**src/rtl/core/g2pd_pkg.sv**
```systemverilog
// Shared types and constants of the packet deframer.
// No dependencies.
`default_nettype none

package g2pd_pkg;

  localparam logic [7:0]  CTRL_LENLEN_MASK = 8'hC0;
  localparam logic [7:0]  CTRL_TYPE_MASK   = 8'h38;
  localparam logic [7:0]  CTRL_FLAGS_MASK  = 8'h07;
  localparam logic [2:0]  FLAG_BIG_ENDIAN  = 3'b010;
  localparam logic [23:0] MAX_LEN_RESET    = 24'd65535;

  localparam int FIFO_DEPTH = 3;
  localparam int PTR_W      = 2;
  localparam int CNT_W      = 2;

  typedef enum logic [1:0] {
    PH_CTRL = 2'd0,
    PH_LEN  = 2'd1,
    PH_TYPE = 2'd2,
    PH_PAY  = 2'd3
  } phase_t;

  typedef enum logic [2:0] {
    ROLE_PAD  = 3'd0,
    ROLE_CTRL = 3'd1,
    ROLE_LEN  = 3'd2,
    ROLE_TYPE = 3'd3,
    ROLE_PAY  = 3'd4,
    ROLE_HALT = 3'd5
  } role_t;

  typedef enum logic [1:0] {
    ERR_NONE   = 2'd0,
    ERR_LENLEN = 2'd1,
    ERR_LIMIT  = 2'd2
  } err_t;

  typedef struct packed {
    logic [7:0]  byte_out;
    role_t       byte_role;
    logic [2:0]  packet_flags;
    logic [3:0]  type_byte_count;
    logic [23:0] payload_length;
    logic        packet_end;
    err_t        error_code;
  } res_t;

endpackage

`default_nettype wire

```
**src/rtl/core/g2pd_parse.sv**
```systemverilog
// Framing state machine: tags one byte per request with its role.
// Depends on g2pd_pkg.
`default_nettype none

module g2pd_parse (
  input  wire logic            clk,
  input  wire logic            rst_n,
  input  wire logic            cfg_wr_en,
  input  wire logic [23:0]     cfg_wr_data,
  input  wire logic            req_valid,
  input  wire logic [7:0]      req_byte,
  output g2pd_pkg::res_t       res
);

  logic [23:0]      max_len_r;
  g2pd_pkg::phase_t phase_r, phase_nxt;
  logic [1:0]       len_left_r, len_left_nxt;
  logic [3:0]       type_left_r, type_left_nxt;
  logic [23:0]      pay_left_r, pay_left_nxt;
  logic [23:0]      acc_r, acc_nxt;
  logic [1:0]       len_idx_r, len_idx_nxt;
  logic [2:0]       flags_r, flags_nxt;
  logic [3:0]       type_cnt_r, type_cnt_nxt;
  logic             halted_r, halted_nxt;

  logic [1:0]  lenlen;
  logic [1:0]  len_left_dec;
  logic [3:0]  type_left_dec;
  logic [23:0] pay_left_dec;
  logic [23:0] acc_upd;
  logic        over_limit;

  assign lenlen        = 2'((req_byte & g2pd_pkg::CTRL_LENLEN_MASK) >> 6);
  assign len_left_dec  = len_left_r - 2'd1;
  assign type_left_dec = type_left_r - 4'd1;
  assign pay_left_dec  = pay_left_r - 24'd1;

  always_comb begin
    if ((flags_r & g2pd_pkg::FLAG_BIG_ENDIAN) != 3'd0) begin
      acc_upd = {acc_r[15:0], req_byte};
    end else begin
      case (len_idx_r)
        2'd0:    acc_upd = {acc_r[23:8], acc_r[7:0] | req_byte};
        2'd1:    acc_upd = {acc_r[23:16], acc_r[15:8] | req_byte, acc_r[7:0]};
        2'd2:    acc_upd = {acc_r[23:16] | req_byte, acc_r[15:0]};
        default: acc_upd = acc_r;
      endcase
    end
  end

  assign over_limit = (acc_upd >= max_len_r);

  always_comb begin
    phase_nxt = phase_r;
    if (!halted_r) begin
      case (phase_r)
        g2pd_pkg::PH_CTRL: begin
          if (req_byte != 8'd0 && lenlen != 2'd0) phase_nxt = g2pd_pkg::PH_LEN;
        end
        g2pd_pkg::PH_LEN: begin
          if (len_left_dec == 2'd0 && !over_limit) phase_nxt = g2pd_pkg::PH_TYPE;
        end
        g2pd_pkg::PH_TYPE: begin
          if (type_left_dec == 4'd0) begin
            phase_nxt = (pay_left_r == 24'd0) ? g2pd_pkg::PH_CTRL : g2pd_pkg::PH_PAY;
          end
        end
        g2pd_pkg::PH_PAY: begin
          if (pay_left_dec == 24'd0) phase_nxt = g2pd_pkg::PH_CTRL;
        end
        default: phase_nxt = g2pd_pkg::PH_CTRL;
      endcase
    end
  end

  always_comb begin
    len_left_nxt  = len_left_r;
    type_left_nxt = type_left_r;
    pay_left_nxt  = pay_left_r;
    acc_nxt       = acc_r;
    len_idx_nxt   = len_idx_r;
    flags_nxt     = flags_r;
    type_cnt_nxt  = type_cnt_r;
    halted_nxt    = halted_r;
    res.byte_role  = g2pd_pkg::ROLE_HALT;
    res.packet_end = 1'b0;
    res.error_code = g2pd_pkg::ERR_NONE;
    if (!halted_r) begin
      case (phase_r)
        g2pd_pkg::PH_LEN: begin
          res.byte_role = g2pd_pkg::ROLE_LEN;
          acc_nxt       = acc_upd;
          len_idx_nxt   = len_idx_r + 2'd1;
          len_left_nxt  = len_left_dec;
          if (len_left_dec == 2'd0) begin
            if (over_limit) begin
              res.error_code = g2pd_pkg::ERR_LIMIT;
              halted_nxt     = 1'b1;
            end else begin
              pay_left_nxt  = acc_upd;
              type_left_nxt = type_cnt_r;
            end
          end
        end
        g2pd_pkg::PH_TYPE: begin
          res.byte_role = g2pd_pkg::ROLE_TYPE;
          type_left_nxt = type_left_dec;
          if (type_left_dec == 4'd0 && pay_left_r == 24'd0) res.packet_end = 1'b1;
        end
        g2pd_pkg::PH_PAY: begin
          res.byte_role = g2pd_pkg::ROLE_PAY;
          pay_left_nxt  = pay_left_dec;
          if (pay_left_dec == 24'd0) res.packet_end = 1'b1;
        end
        default: begin
          if (req_byte == 8'd0) begin
            res.byte_role = g2pd_pkg::ROLE_PAD;
          end else begin
            res.byte_role = g2pd_pkg::ROLE_CTRL;
            flags_nxt     = 3'(req_byte & g2pd_pkg::CTRL_FLAGS_MASK);
            type_cnt_nxt  = 4'((req_byte & g2pd_pkg::CTRL_TYPE_MASK) >> 3) + 4'd1;
            acc_nxt       = 24'd0;
            len_idx_nxt   = 2'd0;
            if (lenlen == 2'd0) begin
              res.error_code = g2pd_pkg::ERR_LENLEN;
              halted_nxt     = 1'b1;
            end else begin
              len_left_nxt = lenlen;
            end
          end
        end
      endcase
    end
    res.byte_out        = req_byte;
    res.packet_flags    = flags_nxt;
    res.type_byte_count = type_cnt_nxt;
    res.payload_length  = acc_nxt;
  end

  always_ff @(posedge clk) begin
    if (!rst_n) begin
      max_len_r   <= g2pd_pkg::MAX_LEN_RESET;
      phase_r     <= g2pd_pkg::PH_CTRL;
      len_left_r  <= 2'd0;
      type_left_r <= 4'd0;
      pay_left_r  <= 24'd0;
      acc_r       <= 24'd0;
      len_idx_r   <= 2'd0;
      flags_r     <= 3'd0;
      type_cnt_r  <= 4'd1;
      halted_r    <= 1'b0;
    end else begin
      if (cfg_wr_en) max_len_r <= cfg_wr_data;
      if (req_valid) begin
        phase_r     <= phase_nxt;
        len_left_r  <= len_left_nxt;
        type_left_r <= type_left_nxt;
        pay_left_r  <= pay_left_nxt;
        acc_r       <= acc_nxt;
        len_idx_r   <= len_idx_nxt;
        flags_r     <= flags_nxt;
        type_cnt_r  <= type_cnt_nxt;
        halted_r    <= halted_nxt;
      end
    end
  end

endmodule

`default_nettype wire

```
**src/rtl/core/g2pd_rbuf.sv**
```systemverilog
// Three-entry result buffer between the parser and the output channel.
// Depends on g2pd_pkg.
`default_nettype none

module g2pd_rbuf (
  input  wire logic                     clk,
  input  wire logic                     rst_n,
  input  wire logic                     push,
  input  wire g2pd_pkg::res_t           push_data,
  input  wire logic                     pop,
  output logic                          not_empty,
  output logic [g2pd_pkg::CNT_W-1:0]    count,
  output g2pd_pkg::res_t                head
);

  localparam logic [g2pd_pkg::PTR_W-1:0] PTR_LAST = g2pd_pkg::PTR_W'(g2pd_pkg::FIFO_DEPTH - 1);

  g2pd_pkg::res_t                entry_r [g2pd_pkg::FIFO_DEPTH];
  logic [g2pd_pkg::PTR_W-1:0]    wr_ptr_r, wr_ptr_nxt;
  logic [g2pd_pkg::PTR_W-1:0]    rd_ptr_r, rd_ptr_nxt;
  logic [g2pd_pkg::CNT_W-1:0]    cnt_r, cnt_nxt;

  assign wr_ptr_nxt = (wr_ptr_r == PTR_LAST) ? '0 : wr_ptr_r + g2pd_pkg::PTR_W'(1);
  assign rd_ptr_nxt = (rd_ptr_r == PTR_LAST) ? '0 : rd_ptr_r + g2pd_pkg::PTR_W'(1);

  always_comb begin
    cnt_nxt = cnt_r;
    if (push && !pop) cnt_nxt = cnt_r + g2pd_pkg::CNT_W'(1);
    else if (pop && !push) cnt_nxt = cnt_r - g2pd_pkg::CNT_W'(1);
  end

  always_ff @(posedge clk) begin
    if (push) entry_r[wr_ptr_r] <= push_data;
  end

  always_ff @(posedge clk) begin
    if (!rst_n) begin
      wr_ptr_r <= '0;
      rd_ptr_r <= '0;
      cnt_r    <= '0;
    end else begin
      if (push) wr_ptr_r <= wr_ptr_nxt;
      if (pop)  rd_ptr_r <= rd_ptr_nxt;
      cnt_r <= cnt_nxt;
    end
  end

  assign not_empty = (cnt_r != '0);
  assign count     = cnt_r;
  assign head      = entry_r[rd_ptr_r];

endmodule

`default_nettype wire

```
**src/rtl/core/g2_packet_deframer.sv**
```systemverilog
// Packet deframer: one stream byte per request in, one tagged byte per request out.
// Takes one byte every clock while the output keeps up. A byte is held in the input
// register, is tagged by the framing state machine and lands in a three-entry result
// buffer, from whose head it shows on out_valid.
// in_stall is computed from registered occupancy only, never from out_stall. After a
// framing error every later byte comes out tagged as discarded until reset.
// Depends on g2pd_pkg, g2pd_parse, g2pd_rbuf.
`default_nettype none

module g2_packet_deframer (
  input  wire logic        clk,
  input  wire logic        rst_n,
  input  wire logic        cfg_wr_en,
  input  wire logic [23:0] cfg_wr_data,
  input  wire logic        in_valid,
  output logic             in_stall,
  input  wire logic [7:0]  in_stream_byte,
  output logic             out_valid,
  input  wire logic        out_stall,
  output logic [7:0]       out_byte_out,
  output logic [2:0]       out_byte_role,
  output logic [2:0]       out_packet_flags,
  output logic [3:0]       out_type_byte_count,
  output logic [23:0]      out_payload_length,
  output logic             out_packet_end,
  output logic [1:0]       out_error_code
);

  logic                          s1_valid_r;
  logic [7:0]                    s1_byte_r;
  logic                          in_take;
  logic                          out_take;
  logic [g2pd_pkg::CNT_W-1:0]    buf_cnt;
  logic [g2pd_pkg::CNT_W:0]      occupancy;
  g2pd_pkg::res_t                parse_res;
  g2pd_pkg::res_t                head;

  assign occupancy = {1'b0, buf_cnt} + {{g2pd_pkg::CNT_W{1'b0}}, s1_valid_r};
  assign in_stall  = (occupancy >= (g2pd_pkg::CNT_W + 1)'(g2pd_pkg::FIFO_DEPTH));
  assign in_take   = in_valid && !in_stall;
  assign out_take  = out_valid && !out_stall;

  always_ff @(posedge clk) begin
    if (!rst_n) begin
      s1_valid_r <= 1'b0;
    end else begin
      s1_valid_r <= in_take;
    end
  end

  always_ff @(posedge clk) begin
    if (in_take) s1_byte_r <= in_stream_byte;
  end

  g2pd_parse u_parse (
    .clk         (clk),
    .rst_n       (rst_n),
    .cfg_wr_en   (cfg_wr_en),
    .cfg_wr_data (cfg_wr_data),
    .req_valid   (s1_valid_r),
    .req_byte    (s1_byte_r),
    .res         (parse_res)
  );

  g2pd_rbuf u_rbuf (
    .clk       (clk),
    .rst_n     (rst_n),
    .push      (s1_valid_r),
    .push_data (parse_res),
    .pop       (out_take),
    .not_empty (out_valid),
    .count     (buf_cnt),
    .head      (head)
  );

  assign out_byte_out        = head.byte_out;
  assign out_byte_role       = head.byte_role;
  assign out_packet_flags    = head.packet_flags;
  assign out_type_byte_count = head.type_byte_count;
  assign out_payload_length  = head.payload_length;
  assign out_packet_end      = head.packet_end;
  assign out_error_code      = head.error_code;

endmodule

`default_nettype wire

```
**config.mk**
```make
export PLATFORM = sky130hd
export DESIGN_NAME = g2_packet_deframer
export DESIGN_NICKNAME = d
export VERILOG_FILES = /design/src/rtl/core/g2pd_pkg.sv /design/src/rtl/core/g2pd_parse.sv /design/src/rtl/core/g2pd_rbuf.sv /design/src/rtl/core/g2_packet_deframer.sv
export SDC_FILE = /design/constraint.sdc
export NUM_CORES = 1
export LEC_CHECK = 0
export ABC_CLOCK_PERIOD_IN_PS = 4400
export BUFFER_PORTS_ARGS = -buffer_cell sky130_fd_sc_hd__buf_4
export CORE_ASPECT_RATIO = 1.2
export CORE_MARGIN = 5
export CORE_UTILIZATION = 57
export CTS_BUF_LIST = sky130_fd_sc_hd__clkbuf_2
export DETAILED_ROUTE_END_ITERATION = 8
export PLACE_DENSITY = 0.84
export RECOVER_POWER = 50
export SLEW_MARGIN = 20
export SYNTH_ARGS = -nofsm -noshare
export SYNTH_HDL_FRONTEND = slang
export SYNTH_SLANG_ARGS = --single-unit
```
**constraint.sdc**
```tcl
create_clock -name clk -period 4.4 [get_ports clk]
set_input_delay 0.88 -clock clk [delete_from_list [all_inputs] [get_ports clk]]
set_output_delay 0.88 -clock clk [all_outputs]
set_load 0.1 [all_outputs]
```
**After elaboration in Yosys (flattened, before gate mapping)**

Memories as Yosys holds them, arrays and structs flattened. A register that Yosys moved wholly into a read port is not among the register bits.
Index checks and enable logic that the tools add are counted.

- Multiplexer cells: 54
- Reduce and logical (&&, ||, !) cells: 33
- Eq/ne operators: 15
- $lt $le $gt $ge: 2
- Add/subtract/negate cells: 10
- Bitwise logic cells: 5

Operator list:

| operator | number |
|---|---|
| $mux W24 | 5 |
| $pmux W24 S2 | 2 |
| $pmux W24 S3 | 1 |
| $logic_not A24 Y1 | 2 |
| $mux W2 | 17 |
| $ge A24 B24 Y1 | 1 |
| $or A8 B8 Y8 | 3 |
| $sub A24 B1 Y24 const B | 1 |
| $mux W4 | 5 |
| $mux W3 | 5 |
| $reduce_and A5 Y1 | 3 |
| $pmux W2 S2 | 3 |
| $mux W1 | 11 |
| $eq A2 B2 Y1 const B | 5 |
| $ne A2 B1 Y1 const B | 5 |
| $reduce_bool A2 Y1 | 5 |
| $pmux W3 S3 | 1 |
| $add A2 B1 Y2 const B | 4 |
| $logic_not A2 Y1 | 4 |
| $logic_not A8 Y1 | 1 |
| $pmux W2 S4 | 1 |
| $pmux W4 S2 | 1 |
| $reduce_bool A8 Y1 | 1 |
| $logic_and A1 B1 Y1 | 7 |
| other kinds (15) | 25 |

- Memories: 1
- RAM bits: 135
- Word-level logic and storage cells: 135
- Register bits: 105

Memory list:

| name | words | width | read ports | clocked after memory_dff | write ports | line | text |
|---|---|---|---|---|---|---|---|
| u_rbuf.entry_r | 3 | 45 | 1 | 1 | 1 | g2pd_rbuf.sv:18 | `g2pd_pkg::res_t entry_r [g2pd_pkg::FIFO_DEPTH];` |

**Depth between registers and ports, before layout**

Gate-level depths: netlist of run 1.

- Depth in word-level cells: 8
- Depth in mapped cells: 18

**Cells and area by module**

Synthesis of run 1 repeated with hierarchy kept, for this count alone.

- Cell total of the unflattened synthesis: 1,130
- Area, all modules: 11,701.2 µm²

By module, submodules not included:

| module | sequential area each (µm²) | cells an instance | area each (µm²) | times used |
|---|---|---|---|---|
| g2pd_parse | 1,801.7 | 797 | 6,054.6 | 1 |
| g2pd_rbuf | 4,214.0 | 317 | 5,325.1 | 1 |
| g2_packet_deframer | 260.2 | 16 | 321.6 | 1 |

**Least setup slack after synthesis of run 1**

No wires, ideal clock.

- Kind: register to register
- From: register s1_valid_r
- To: memory u_rbuf.entry_r[2][0] (netlist bit), enable pin
- Setup time: 0.513 ns
- Data arrival time: 4.271 ns
- Setup slack: -0.384 ns
- Data required time: 3.887 ns
- Period minus slack after synthesis: 4.784 ns
- Cell stages (with the launch flop): 5
- Path through: dfxtp_1 > buf_2 > clkinv_1 > clkbuf_1 > nor3b_1

- Cells in the longest elaborated chain, start to end: 2

Ends and longest elaborated chain:

| item | line | text |
|---|---|---|
| from (decl) | g2_packet_deframer.sv:29 | `logic s1_valid_r;` |
| from (signal assigned) | g2_packet_deframer.sv:47 | `s1_valid_r <= in_take;` |
| $mux W1 | g2pd_rbuf.sv:33 | `if (push) entry_r[wr_ptr_r] <= push_data;` |
| $mux W1 (implied by the code) | g2pd_rbuf.sv:33 |  |
| to (decl) | g2pd_rbuf.sv:18 |  |

Every way passes these cells.

**Worst setup path after layout of run 1**

- From: register u_parse.len_idx_r[0]
- To: register u_parse.pay_left_r[13]

- Cells in the longest elaborated chain, start to end: 6

Ends and longest elaborated chain:

| item | line | text |
|---|---|---|
| from (decl) | g2pd_parse.sv:21 | `logic [1:0] len_idx_r, len_idx_nxt;` |
| from (signal assigned) | g2pd_parse.sv:160 | `len_idx_r <= len_idx_nxt;` |
| $eq A2 B2 Y1 (tied with other cells) | g2pd_parse.sv:42 | `case (len_idx_r)` |
| $pmux W24 S3 * | g2pd_parse.sv:42 |  |
| $mux W24 * | g2pd_parse.sv:39 | `if ((flags_r & g2pd_pkg::FLAG_BIG_ENDIAN) != 3'd0) begin` |
| $ge A24 B24 Y1 or $mux W24 (tied branches) | g2pd_parse.sv:51, g2pd_parse.sv:96 |  |
| $ne A2 B2 Y1 (no line) or $mux W24 (tied branches) | - |  |
| $reduce_and A5 Y1 (no line) or $pmux W24 S2 (tied branches) | - |  |
| to (signal assigned) | g2pd_parse.sv:158 | `pay_left_r <= pay_left_nxt;` |
| to (decl) | g2pd_parse.sv:19 | `logic [23:0] pay_left_r, pay_left_nxt;` |

Every way passes the cells marked *; elsewhere a longest branch is shown, timed or not. The select of a mux whose other input is x is not followed.
A chain may end at the register's enable or synchronous reset.

==> summary.txt, run 1 <==
Synthesis
  – Sequential fraction of the synthesis area: 54.5%
  – Largest cells by area after synthesis: edfxtp_1, dfxtp_1, mux2i_1, nand2_1, ha_1
  – Synth Area in Simple Gates: between 10 and 15%
  – Async set-reset flop share out of synthesis: 0%
  – Largest family of logic cells by synthesized area: compound AO/OA/AOI/OAI gates
  – Cell with the most instances after synthesis: nand2_1
  – Synth Cell Area: 11500 um^2
  – Compound-Gate Fraction of Synth Area: between 10% and 20%
  – Distinct cells, synth: 70
  – Syn Area/Cell: around 10 um^2
  – Synth area leader: edfxtp_1
  – Adder-cell area share of the yosys netlist: under 10%
  – Top_reg_cell synth: edfxtp_1
  – Xor and xnor area share after synthesis: 0.533%
  – Syn Nets: between 1000 and 1500
  – Top-area cell type share of the netlist area: between 30% and 40%
  – Seq cells post-synth: 242
  – Yosys warns: 0
  – Number of synthesized flops with an enable pin: ~140
  – Synth top cells by count: nand2_1, edfxtp_1, dfxtp_1
  – Mapped Cells: around 1100
  – Post-synthesis mux area share: under 10%

Final layout
  – Final Instance Area: 12900 um^2
  – P&R area growth vs syn: 12.1%
  – Layout Nets: 1288
  – Share of layout cells above drive strength 1: 17.0%

Critical path
  – Critical path class: flip-flop to flip-flop
  – Crit Path Max Fanout: 38
  – Worst Path Buf+Inv: 3
  – Reg2Reg Depth: 15
  – Reg2Reg Setup Slack: 0.27 ns
  – Reg2reg start: u_parse.len_idx_r[0]
  – CP startpoint kind: flip-flop
  – Crit path required time: 5.04 ns
  – WP data arrival: 4.78 ns
  – Slowest cell on crit path: a221oi_1
  – Most frequent CP cell: a21oi_1
  – Critical path depth: 15
  – Critical path, cell by cell: inv_1, ha_1, a21o_1, nor4_1, buf_4, a21oi_1, ha_1, a21o_1, a221oi_1, a21oi_1, o32ai_1, nand2_1, buf_12, o21ai_0, a21oi_1
  – Worst Setup SP: u_parse.len_idx_r[0]
  – Family with the most delay on the worst path: compound AO/OA/AOI/OAI gates
  – Crit path capture: u_parse.pay_left_r[13]
  – Crit end category: flip-flop
  – Slowest stage delay, CP: 0.46 ns
  – R2R Path End: u_parse.pay_left_r[13]

Pwr
  – LEAKAGE: 4.97 nW
  – Cell Pwr Density: about 470 nW/um^2
  – Worst VDD drop: between 0.3 and 0.4 mV

GRT
  – Aggregate global-route resource usage: 21.9%
  – Initial antenna violation count: 1
  – Vias in the first global route: 8402
  – Gr ovfl total: 0
  – Global-route wire length before repair: 41.9 mm
  – Largest net degree at the start of global routing: 55

Clocking
  – Clock buffer depth: 3
  – Setup bufs post-CTS: 0
  – CTS Sinks: 242
  – Clock Tree Root: clkbuf_2
  – Clk Latency, worst-skew pair: 0.82 ns
  – TritonCTS buffer count: 56
  – CTS tree: built
  – Hold buffers post-CTS: 0
  – CTS H-tree depth: 2
  – CTS clk-pin slew, worst paths: roughly 0.13 ns
  – Post-CTS sizing: 0

Timing
  – Minimum clock period: 4.13 ns
  – Setup TNS: 0 ns
  – Final period utilization: about 94%
  – Highest clock rate: roughly 240 MHz
  – Unrepaired setup endpoints after global routing: false
  – Final max-slew violation count: 138
  – Slew margin rel.: -74.7%
  – Layout Skew: 0.0548 ns
  – Hold Fails Final Rpt: 0
  – Final setup violation count: 0
  – Worst slew pin tran: between 2 and 3 ns

Detailed routing
  – DR vias/cell: around 5.9
  – Final antenna-violating net count: 0
  – Drt drc: 0
  – Number of DRC markers in iteration 0: 1019
  – Drt pass-1 iters: 5
  – Routed wire length: 26.7 mm
  – Via Count: 9010
  – WL/cell: 17.6 um

Placed design
  – Detail Placement HPWL: 17.9 mm
  – Cell Area, Placed: 12400 um^2
  – Port bufs: 83
  – RD Place Congestion: 0.952

Floorplan
  – I/O pin count: 84
  – Core footprint: 20000 um^2
  – DIE WIDTH: around 140 um
  – Row count: 57
  – Starting Density: 57.4%
  – Die Ht: roughly 170 um
  – Die area: 23100 um^2

Run status
  – Outcome: finished with violations
  – Failing checks: capacitance limit, slew limit

Job
  – Max Cap Viol: 3

Worst hold path
  – Hold Crit Class: input pin to flip-flop
-- layout by cell type (no fill, tap or decap), types with 5 or more instances in the layout --
master / synthesis / routed
a21oi_1: 81 / 81
a22o_1: 28 / 28
a22oi_1: 10 / 10
a31oi_1: 7 / 7
a32oi_1: 5 / 5
and3_1: 7 / 7
buf_4: 0 / 91
clkbuf_1: 51 / 6
clkbuf_2: 0 / 83
clkbuf_4: 0 / 8
clkinv_1: 1 / 18
dfxtp_1: 99 / 97
edfxtp_1: 143 / 143
ha_1: 44 / 44
inv_1: 46 / 46
mux2i_1: 66 / 66
nand2_1: 171 / 171
nand2b_1: 6 / 6
nand3_1: 12 / 12
nand4_1: 9 / 9
nor2_1: 63 / 63
nor2b_1: 6 / 6
nor3_1: 16 / 16
nor4_1: 9 / 9
o211ai_1: 18 / 18
o21ai_0: 89 / 89
o31ai_1: 7 / 7
o32ai_1: 14 / 14
or3_1: 6 / 6
-- power by group --
group	internal [W]	switching, W
registers	0.00255	0.000116
clock network	0.000564	0.000859
logic	0.000459	0.00153
-- registers in the layout (all words and copies together), names as in the netlist, 3 cells and up, named ones only --
| register | cells |
|---|---|
| u_parse.type_left_r | 4 |
| s1_byte_r | 8 |
| u_rbuf.entry_r | 135 |
| u_parse.flags_r | 3 |
| u_parse.pay_left_r | 24 |
| u_parse.max_len_r | 24 |
| u_parse.acc_r | 24 |
| u_parse.type_cnt_r | 4 |
-- layer usage --
metal,up-vias,part of all wire (%),wire [um],track usage (%)
li1,4322,-,-,-
met1,4209,41,10800,28.3
met2,396,48,12800,35.9
met3,83,7.7,2060,4.38
met4,0,3.7,992,9.82
met5,-,0,0,0
-- kinds of logic after synthesis --
family / after synthesis
fa+ha+maj: 44
compound gates: 299
simple gates: 334
buf+inv: 117
xor+xnor: 7
flops: 242
mux: 68
-- worst min-delay path by stage --
stage / cells after the start / start / endpoint
after floorplan: 2 / u_parse.flags_r[0] / u_parse.flags_r[0]
final: 1 / in_stream_byte[0] / s1_byte_r[0]
after global routing: 1 / in_stream_byte[0] / s1_byte_r[0]
after global placement: 2 / u_parse.flags_r[0] / u_parse.flags_r[0]
after CTS: 1 / in_stream_byte[0] / s1_byte_r[0]
after detailed placement: 2 / u_parse.flags_r[2] / u_parse.flags_r[2]
-- per-stage QoR --
step                      cells  hold slack (ns)  setup WS, ns  util (%)  power, W
after global placement     1414            0.453         0.530      61.9   0.00467
after global routing       1519            0.205        0.0111      64.4   0.00635
after detailed placement   1414            0.462         0.393      61.9   0.00470
after CTS                  1518            0.170         0.317      64.5   0.00612
final                      1519            0.275         0.267      64.4   0.00608
after floorplan            1111            0.445       0.00154         -   0.00424
-- cell type report --
cell class / count / area, um^2
clock inverters: 22 / 118
clock buffers: 82 / 410
fillers: 1557 / 7140
well taps: 265 / 332
inverters: 48 / 180
repair buffers: 107 / 791
diodes: 1 / 2.50
flip-flops and latches: 242 / 6280
multi-input cells: 752 / 4780
(Power assumes the default switching activity.)
==> inputs of run 2 (changes only) <==
Settings changed: BUFFER_PORTS_ARGS -buffer_cell sky130_fd_sc_hd__buf_4 to -buffer_cell sky130_fd_sc_hd__buf_2.
==> run 2 against run 1 <==
Net effect:
- the flow still finishes with violations (capacitance limit, slew limit)
- highest routed layer unchanged
- die area unchanged
- global-route usage decreased by 0.14 points
- first-iteration DRC count shrank 24%
- register-to-register slack worse by 0.03 ns
- worst hold slack about the same
- via count decreased by 0.65%
- largest power group unchanged
==> summary.txt, run 2 (synthesis results as in run 1) <==
Clocking
  – CTS H-tree depth: 2 (unchanged)
  – CTS clk-pin slew, worst paths: 0.11 ns (-0.02 ns)
  – CTS Sinks: 242 (unchanged)
  – Clock Tree Root: clkbuf_2
  – Hold buffers post-CTS: 0 (unchanged)
  – Clk Latency, worst-skew pair: 0.82 ns (about the same)
  – Setup bufs post-CTS: 0 (unchanged)
  – Post-CTS sizing: 0 (unchanged)
  – TritonCTS buffer count: 54 (-3.6%)
  – CTS tree: built
  – Clock buffer depth: 3 (unchanged)

Critical path
  – Worst Setup SP: u_parse.len_idx_r[0]
  – Crit Path Max Fanout: 38 (unchanged)
  – WP data arrival: 4.81 ns (+0.03 ns)
  – CP startpoint kind: flip-flop
  – Crit path required time: 5.05 ns (about the same)
  – Critical path class: flip-flop to flip-flop
  – Reg2reg start: u_parse.len_idx_r[0]
  – Crit end category: flip-flop

Floorplan
  – I/O pin count: 84 (unchanged)
  – Starting Density: 57.4% (unchanged)
  – Die Ht: 166 um (unchanged)
  – DIE WIDTH: 140 um (unchanged)
  – Die area: 23100 um^2 (unchanged)
  – Row count: 57 (unchanged)
  – Core footprint: 20000 um^2 (unchanged)

Detailed routing
  – WL met3: 2.00 mm (-2.8%)
  – Via Count: 8951 (-0.65%)
  – WL/cell: 17.3 um (-1.7%)
  – Drt pass-1 iters: 5 (unchanged)
  – Wl on met1: 10.4 mm (-3.9%)
  – Final antenna-violating net count: 0 (unchanged)
  – Drt drc: 0 (unchanged)
  – WL met2: 12.7 mm (-0.62%)
  – Max layer used: met4
  – Number of DRC markers in iteration 0: 771 (-24%)
  – DR vias/cell: 5.89 (-0.72%)
  – Routed wire length: 26.3 mm (-1.7%)

Placed design
  – Detail Placement HPWL: 18.2 mm (+1.5%)
  – DP Cell Count: 1417 (+0.21%)
  – DP Worst Slack: 0.275 ns (-0.118 ns)
  – Cell Area, Placed: 12200 um^2 (-1.5%)
  – RD Place Congestion: 0.927 (-2.6%)
  – Port bufs: 83 (unchanged)

Timing
  – Minimum clock period: 4.16 ns (+0.0251 ns)
  – Post-route setup slack: 0.242 ns (-0.0251 ns)
  – Setup TNS: 0 ns (unchanged)
  – Unrepaired setup endpoints after global routing: false
  – Final setup violation count: 0 (unchanged)
  – Final period utilization: 94.5% (+0.57 points)
  – Highest clock rate: 241 MHz (-0.60%)
  – Hold Fails Final Rpt: 0 (unchanged)
  – Final max-slew violation count: 248 (+80%)
  – Layout Skew: 0.0636 ns (+0.00878 ns)
  – Worst slew pin tran: 2.63 ns (+0.0133 ns)
  – Slew margin rel.: -75.6% (-0.89 points)

Run status
  – Failing checks: capacitance limit, slew limit
  – Outcome: finished with violations

Pwr
  – Internal power: 0.00337 W (-5.5%)
  – Psw: 0.00249 W (-0.50%)
  – Clock power share: 22.5% (-0.9 points)
  – Switching part of the total: 42.5% (+1.2 points)
  – LEAKAGE: 4.88 nW (-2.0%)
  – Cell Pwr Density: 463 nW/um^2 (-1.7%)
  – Seq pwr share: 45.2% (+1.4 points)
  – Combinational fraction of design power: 32.3% (-0.5 points)
  – Worst VDD drop: 0.375 mV (+12%)

Final layout
  – # fillers: 1600 (+2.8%)
  – Commonest non-fill, non-tap cell in the layout: nand2_1
  – Fin cells: 1520 (+0.066%)
  – Layout Utilization: 63.2% (-1.1 points)
  – Layout Nets: 1289 (+0.078%)
  – P&R area growth vs syn: 10.1%
  – Final Instance Area: 12700 um^2 (-1.8%)
  – Commonest non-fill, non-tap cells in the layout: nand2_1, edfxtp_1, dfxtp_1
  – Share of layout cells above drive strength 1: 16.4% (-0.57 points)
  – Biggest register: u_rbuf.entry_r
  – Max reg flops: 135 (unchanged)

Worst hold path
  – Hold Crit Start: in_stream_byte[7]
  – Hold Crit Class: input pin to flip-flop

GRT
  – Aggregate global-route resource usage: 21.8% (-0.14 points)
  – Gr ovfl total: 0 (unchanged)
  – Initial antenna violation count: 1 (unchanged)
  – Global-route wire length before repair: 41.8 mm (-0.23%)
  – Largest net degree at the start of global routing: 54 (-1.8%)
  – Vias in the first global route: 8549 (+1.7%)

Job
  – Max Cap Viol: 7 (+4)
-- run 2: cell types whose count changed in the layout (fill, tap and decap cells not counted), sizes merged --
cell	before	now
clkbuf	97	82
buf	92	98
clkinv	22	33
bufinv	1	0
-- run 2: metrics by stage --
stage	hold WS [ns]	power [W]
after floorplan	0.445	0.00424
after global placement	0.453	0.00457
after detailed placement	0.461	0.00461
after CTS	0.225	0.00591
after global routing	0.230	0.00614
final	0.275	0.00587
-- run 2: power by group through the flow --
stage,clock [W],combinational (W),sequential [W]
2_1_floorplan,0,0.00160,0.00265
3_3_place_gp,0,0.00187,0.00269
3_5_place_dp,0,0.00190,0.00270
4_1_cts,0.00135,0.00191,0.00265
5_1_grt,0.00148,0.00199,0.00267
6_report,0.00132,0.00189,0.00265
-- run 2: final cells by class --
cell class                      instances  area (um^2)  share of cell area [%]
Antenna cell                            1         2.50                  0.0198
Clock inverter                         32          139                    1.10
Timing Repair Buffer                  110          592                    4.67
Sequential cell                       242         6280                    49.6
Multi-Input combinational cell        752         4790                    37.8
Tap cell                              265          332                    2.62
Clock buffer                           70          350                    2.77
Inverter                               48          180                    1.42
-- run 2: critical path, stage by stage, from the launching register on --
cell	delay (ns)
dfxtp_1	0.41
inv_1	0.10
ha_1	0.24
or3_1	0.37
o21ai_0	0.22
buf_4	0.17
o21ai_0	0.17
ha_1	0.34
and2_0	0.17
a221o_1	0.34
a211oi_2	0.27
o311ai_2	0.18
o32ai_1	0.36
nand2_1	0.15
buf_12	0.19
o211ai_1	0.18
o31ai_1	0.12
-- run 2: path summary, 6_finish.rpt --
path | to | slack (ns) | cells after the start
max | u_parse.pay_left_r[20] | 0.24 | 16
min | s1_byte_r[7] | 0.28 | 1
max reg2reg | u_parse.pay_left_r[20] | 0.24 | 16
min reg2reg | u_parse.flags_r[2] | 0.47 | 2
-- run 2: routing by layer --
layer | global-route usage, % | vias to the layer above
met2 | 36.2 | 383
met3 | 4.12 | 85
li1 | - | 4307
met1 | 27.5 | 4176
met5 | 0 | -
met4 | 10.5 | 0
==> inputs of run 3 (changes only) <==
Settings changed: CORE_ASPECT_RATIO 1.2 to 1.5, CORE_UTILIZATION 57 to 55, PLACE_DENSITY 0.84 to 0.82.
==> run 3 against run 2 <==
Net effect:
- the run still ends with capacitance limit, slew limit left
- cell count increased by 0.13%
- register-to-register slack better by 0.03 ns
- clock power increased by 9%
- sequential share of layout area is 0.39 points lower
- clock-buffer cell count increased by 5
- sequential power about the same
- global-route usage grew 1.8 points
- worst hold slack better by 0.025 ns
- worst setup slack gained 0.027 ns
- critical endpoint is now u_rbuf.entry_r[1][19]
- highest routed layer unchanged
==> summary.txt, run 3 (synthesis results as in run 1) <==
Timing
  – Minimum clock period: 4.13 ns (-0.0274 ns)
  – Final period utilization: 93.9% (-0.62 points)
  – Hold Fails Final Rpt: 0 (unchanged)
  – WHS: 0.300 ns (+0.0245 ns)
  – Final setup violation count: 0 (unchanged)
  – Worst slew pin tran: 2.05 ns (-0.579 ns)
  – Layout Skew: 0.0601 ns (-0.00351 ns)
  – Slew margin rel.: -37.2% (+38 points)
  – Highest clock rate: 242 MHz (+0.66%)
  – Final max-slew violation count: 98 (-60%)
  – Post-route setup slack: 0.270 ns (+0.0274 ns)

Detailed routing
  – Routed wire length: 28.7 mm (+9.5%)
  – WL/cell: 18.9 um (+9.4%)
  – Number of DRC markers in iteration 0: 822 (+6.6%)
  – Via Count: 9143 (+2.1%)
  – Final antenna-violating net count: 0 (unchanged)
  – DR vias/cell: 6.01 (+2.0%)
  – Drt pass-1 iters: 6 (+1)
  – Drt drc: 0 (unchanged)

Clocking
  – Clock Tree Root: clkbuf_2
  – Post-CTS sizing: 0 (unchanged)
  – Clk Latency, worst-skew pair: 0.79 ns (-0.03 ns)
  – CTS clk-pin slew, worst paths: 0.11 ns (about the same)
  – Setup bufs post-CTS: 0 (unchanged)
  – CTS H-tree depth: 2 (unchanged)
  – Clock buffer depth: 3 (unchanged)
  – TritonCTS buffer count: 51 (-5.6%)
  – CTS tree: built
  – Hold buffers post-CTS: 0 (unchanged)
  – CTS Sinks: 242 (unchanged)

Floorplan
  – Row count: 64 (+12%)
  – I/O pin count: 84 (unchanged)
  – DIE WIDTH: 128 um (-8.3%)
  – Die Ht: 187 um (+13%)
  – Die area: 24000 um^2 (+3.6%)
  – Starting Density: 56.1% (-1.3 points)
  – Core footprint: 20500 um^2 (+2.3%)

Placed design
  – Cell Area, Placed: 12300 um^2 (+0.60%)
  – Detail Placement HPWL: 20.2 mm (+11%)
  – Port bufs: 83 (unchanged)
  – DP Worst Slack: 0.342 ns (+0.0675 ns)
  – RD Place Congestion: 0.989 (+6.6%)
  – DP Cell Count: 1426 (+0.64%)

Worst hold path
  – Hold Crit Class: input pin to flip-flop

Critical path
  – Critical path, cell by cell: clkinv_1, clkbuf_1, nor3b_1, clkbuf_2
  – Crit end category: flip-flop
  – Slowest cell on crit path: nor3b_1
  – WP data arrival: 4.52 ns (-0.29 ns)
  – Slowest stage delay, CP: 1.74 ns (+1.33 ns)
  – Critical path class: flip-flop to flip-flop
  – Crit Path Max Fanout: 33 (-13%)
  – Crit path required time: 4.79 ns (-0.26 ns)
  – CP startpoint kind: flip-flop

GRT
  – Vias in the first global route: 8944 (+4.6%)
  – Gr ovfl total: 0 (unchanged)
  – Aggregate global-route resource usage: 23.6% (+1.8 points)
  – Global-route wire length before repair: 45.9 mm (+9.6%)
  – Largest net degree at the start of global routing: 64 (+19%)
  – Initial antenna violation count: 1 (unchanged)

Final layout
  – Final Instance Area: 12800 um^2 (+0.80%)
  – Share of layout cells above drive strength 1: 17.5% (+1.1 points)
  – P&R area growth vs syn: 10.9%
  – # fillers: 1683 (+5.2%)
  – Commonest non-fill, non-tap cells in the layout: nand2_1, edfxtp_1, dfxtp_1
  – Max reg flops: 135 (unchanged)
  – Fin cells: 1522 (+0.13%)
  – Layout Nets: 1296 (+0.54%)
  – Biggest register: u_rbuf.entry_r
  – Commonest non-fill, non-tap cell in the layout: nand2_1

Pwr
  – Cell Pwr Density: 473 nW/um^2 (+2.0%)
  – Worst VDD drop: 0.236 mV (-37%)
  – Final total power: 0.00604 W (+2.8%)
  – LEAKAGE: 4.94 nW (+1.2%)

Run status
  – Outcome: finished with violations
  – Failing checks: capacitance limit, slew limit

Job
  – Max Cap Viol: 3 (-4)
## run 3: changes by cell type in the layout (fill, tap and decap cells not counted), sizes merged
cell and delta:
bufinv +2, buf +10, clkbuf +5, clkinvlp +1
clkinv -15
## run 3: final timing paths
kind,end,slack [ns],cells past startpoint,start
worst max register to register,u_rbuf.entry_r[1][19],0.27,4,s1_valid_r
worst min-delay path,u_parse.max_len_r[13],0.30,3,cfg_wr_data[13]
worst max-delay path,u_rbuf.entry_r[1][19],0.27,4,s1_valid_r
worst min register to register,u_parse.flags_r[0],0.49,2,u_parse.flags_r[0]
## run 3: final cells by class
class | instances | area (um^2) | area share [%]
multi-input cells | 752 | 4800 | 37.6
flip-flops and latches | 242 | 6280 | 49.2
repair buffers | 120 | 659 | 5.16
clock inverters | 20 | 139 | 1.09
well taps | 264 | 330 | 2.59
clock buffers | 75 | 375 | 2.94
diodes | 1 | 2.50 | 0.0196
inverters | 48 | 180 | 1.41
## run 3: power by group
group | switching, W | internal [W] | leakage [nW]
Clock | 0.000860 | 0.000581 | 0.374
Combinational | 0.00155 | 0.000386 | 2.43
Sequential | 0.000114 | 0.00254 | 2.13
## run 3: stage by stage
step | utilization, % | TNS [ns]
after global routing | 62.3 | -0.0439
after floorplan | - | 0
after detailed placement | 60.0 | 0
after CTS | 62.5 | 0
after global placement | 60.0 | 0
final | 62.3 | 0
## run 3: metal layers
layer  part of all wire [%]  vias up  global-route usage [%]
met3                    6.0       95                    3.71
met5                      0        -                       0
met1                     37     4349                    27.6
li1                       -     4318                       -
met2                     52      381                    41.8
met4                    4.5        0                    11.1
## run 3: critical path, delay by kind of cell (launching register included)
family | cells | cell delay [ns]
simple gates | 1 | 1.74
buf+inv | 3 | 1.62
flops | 1 | 0.39
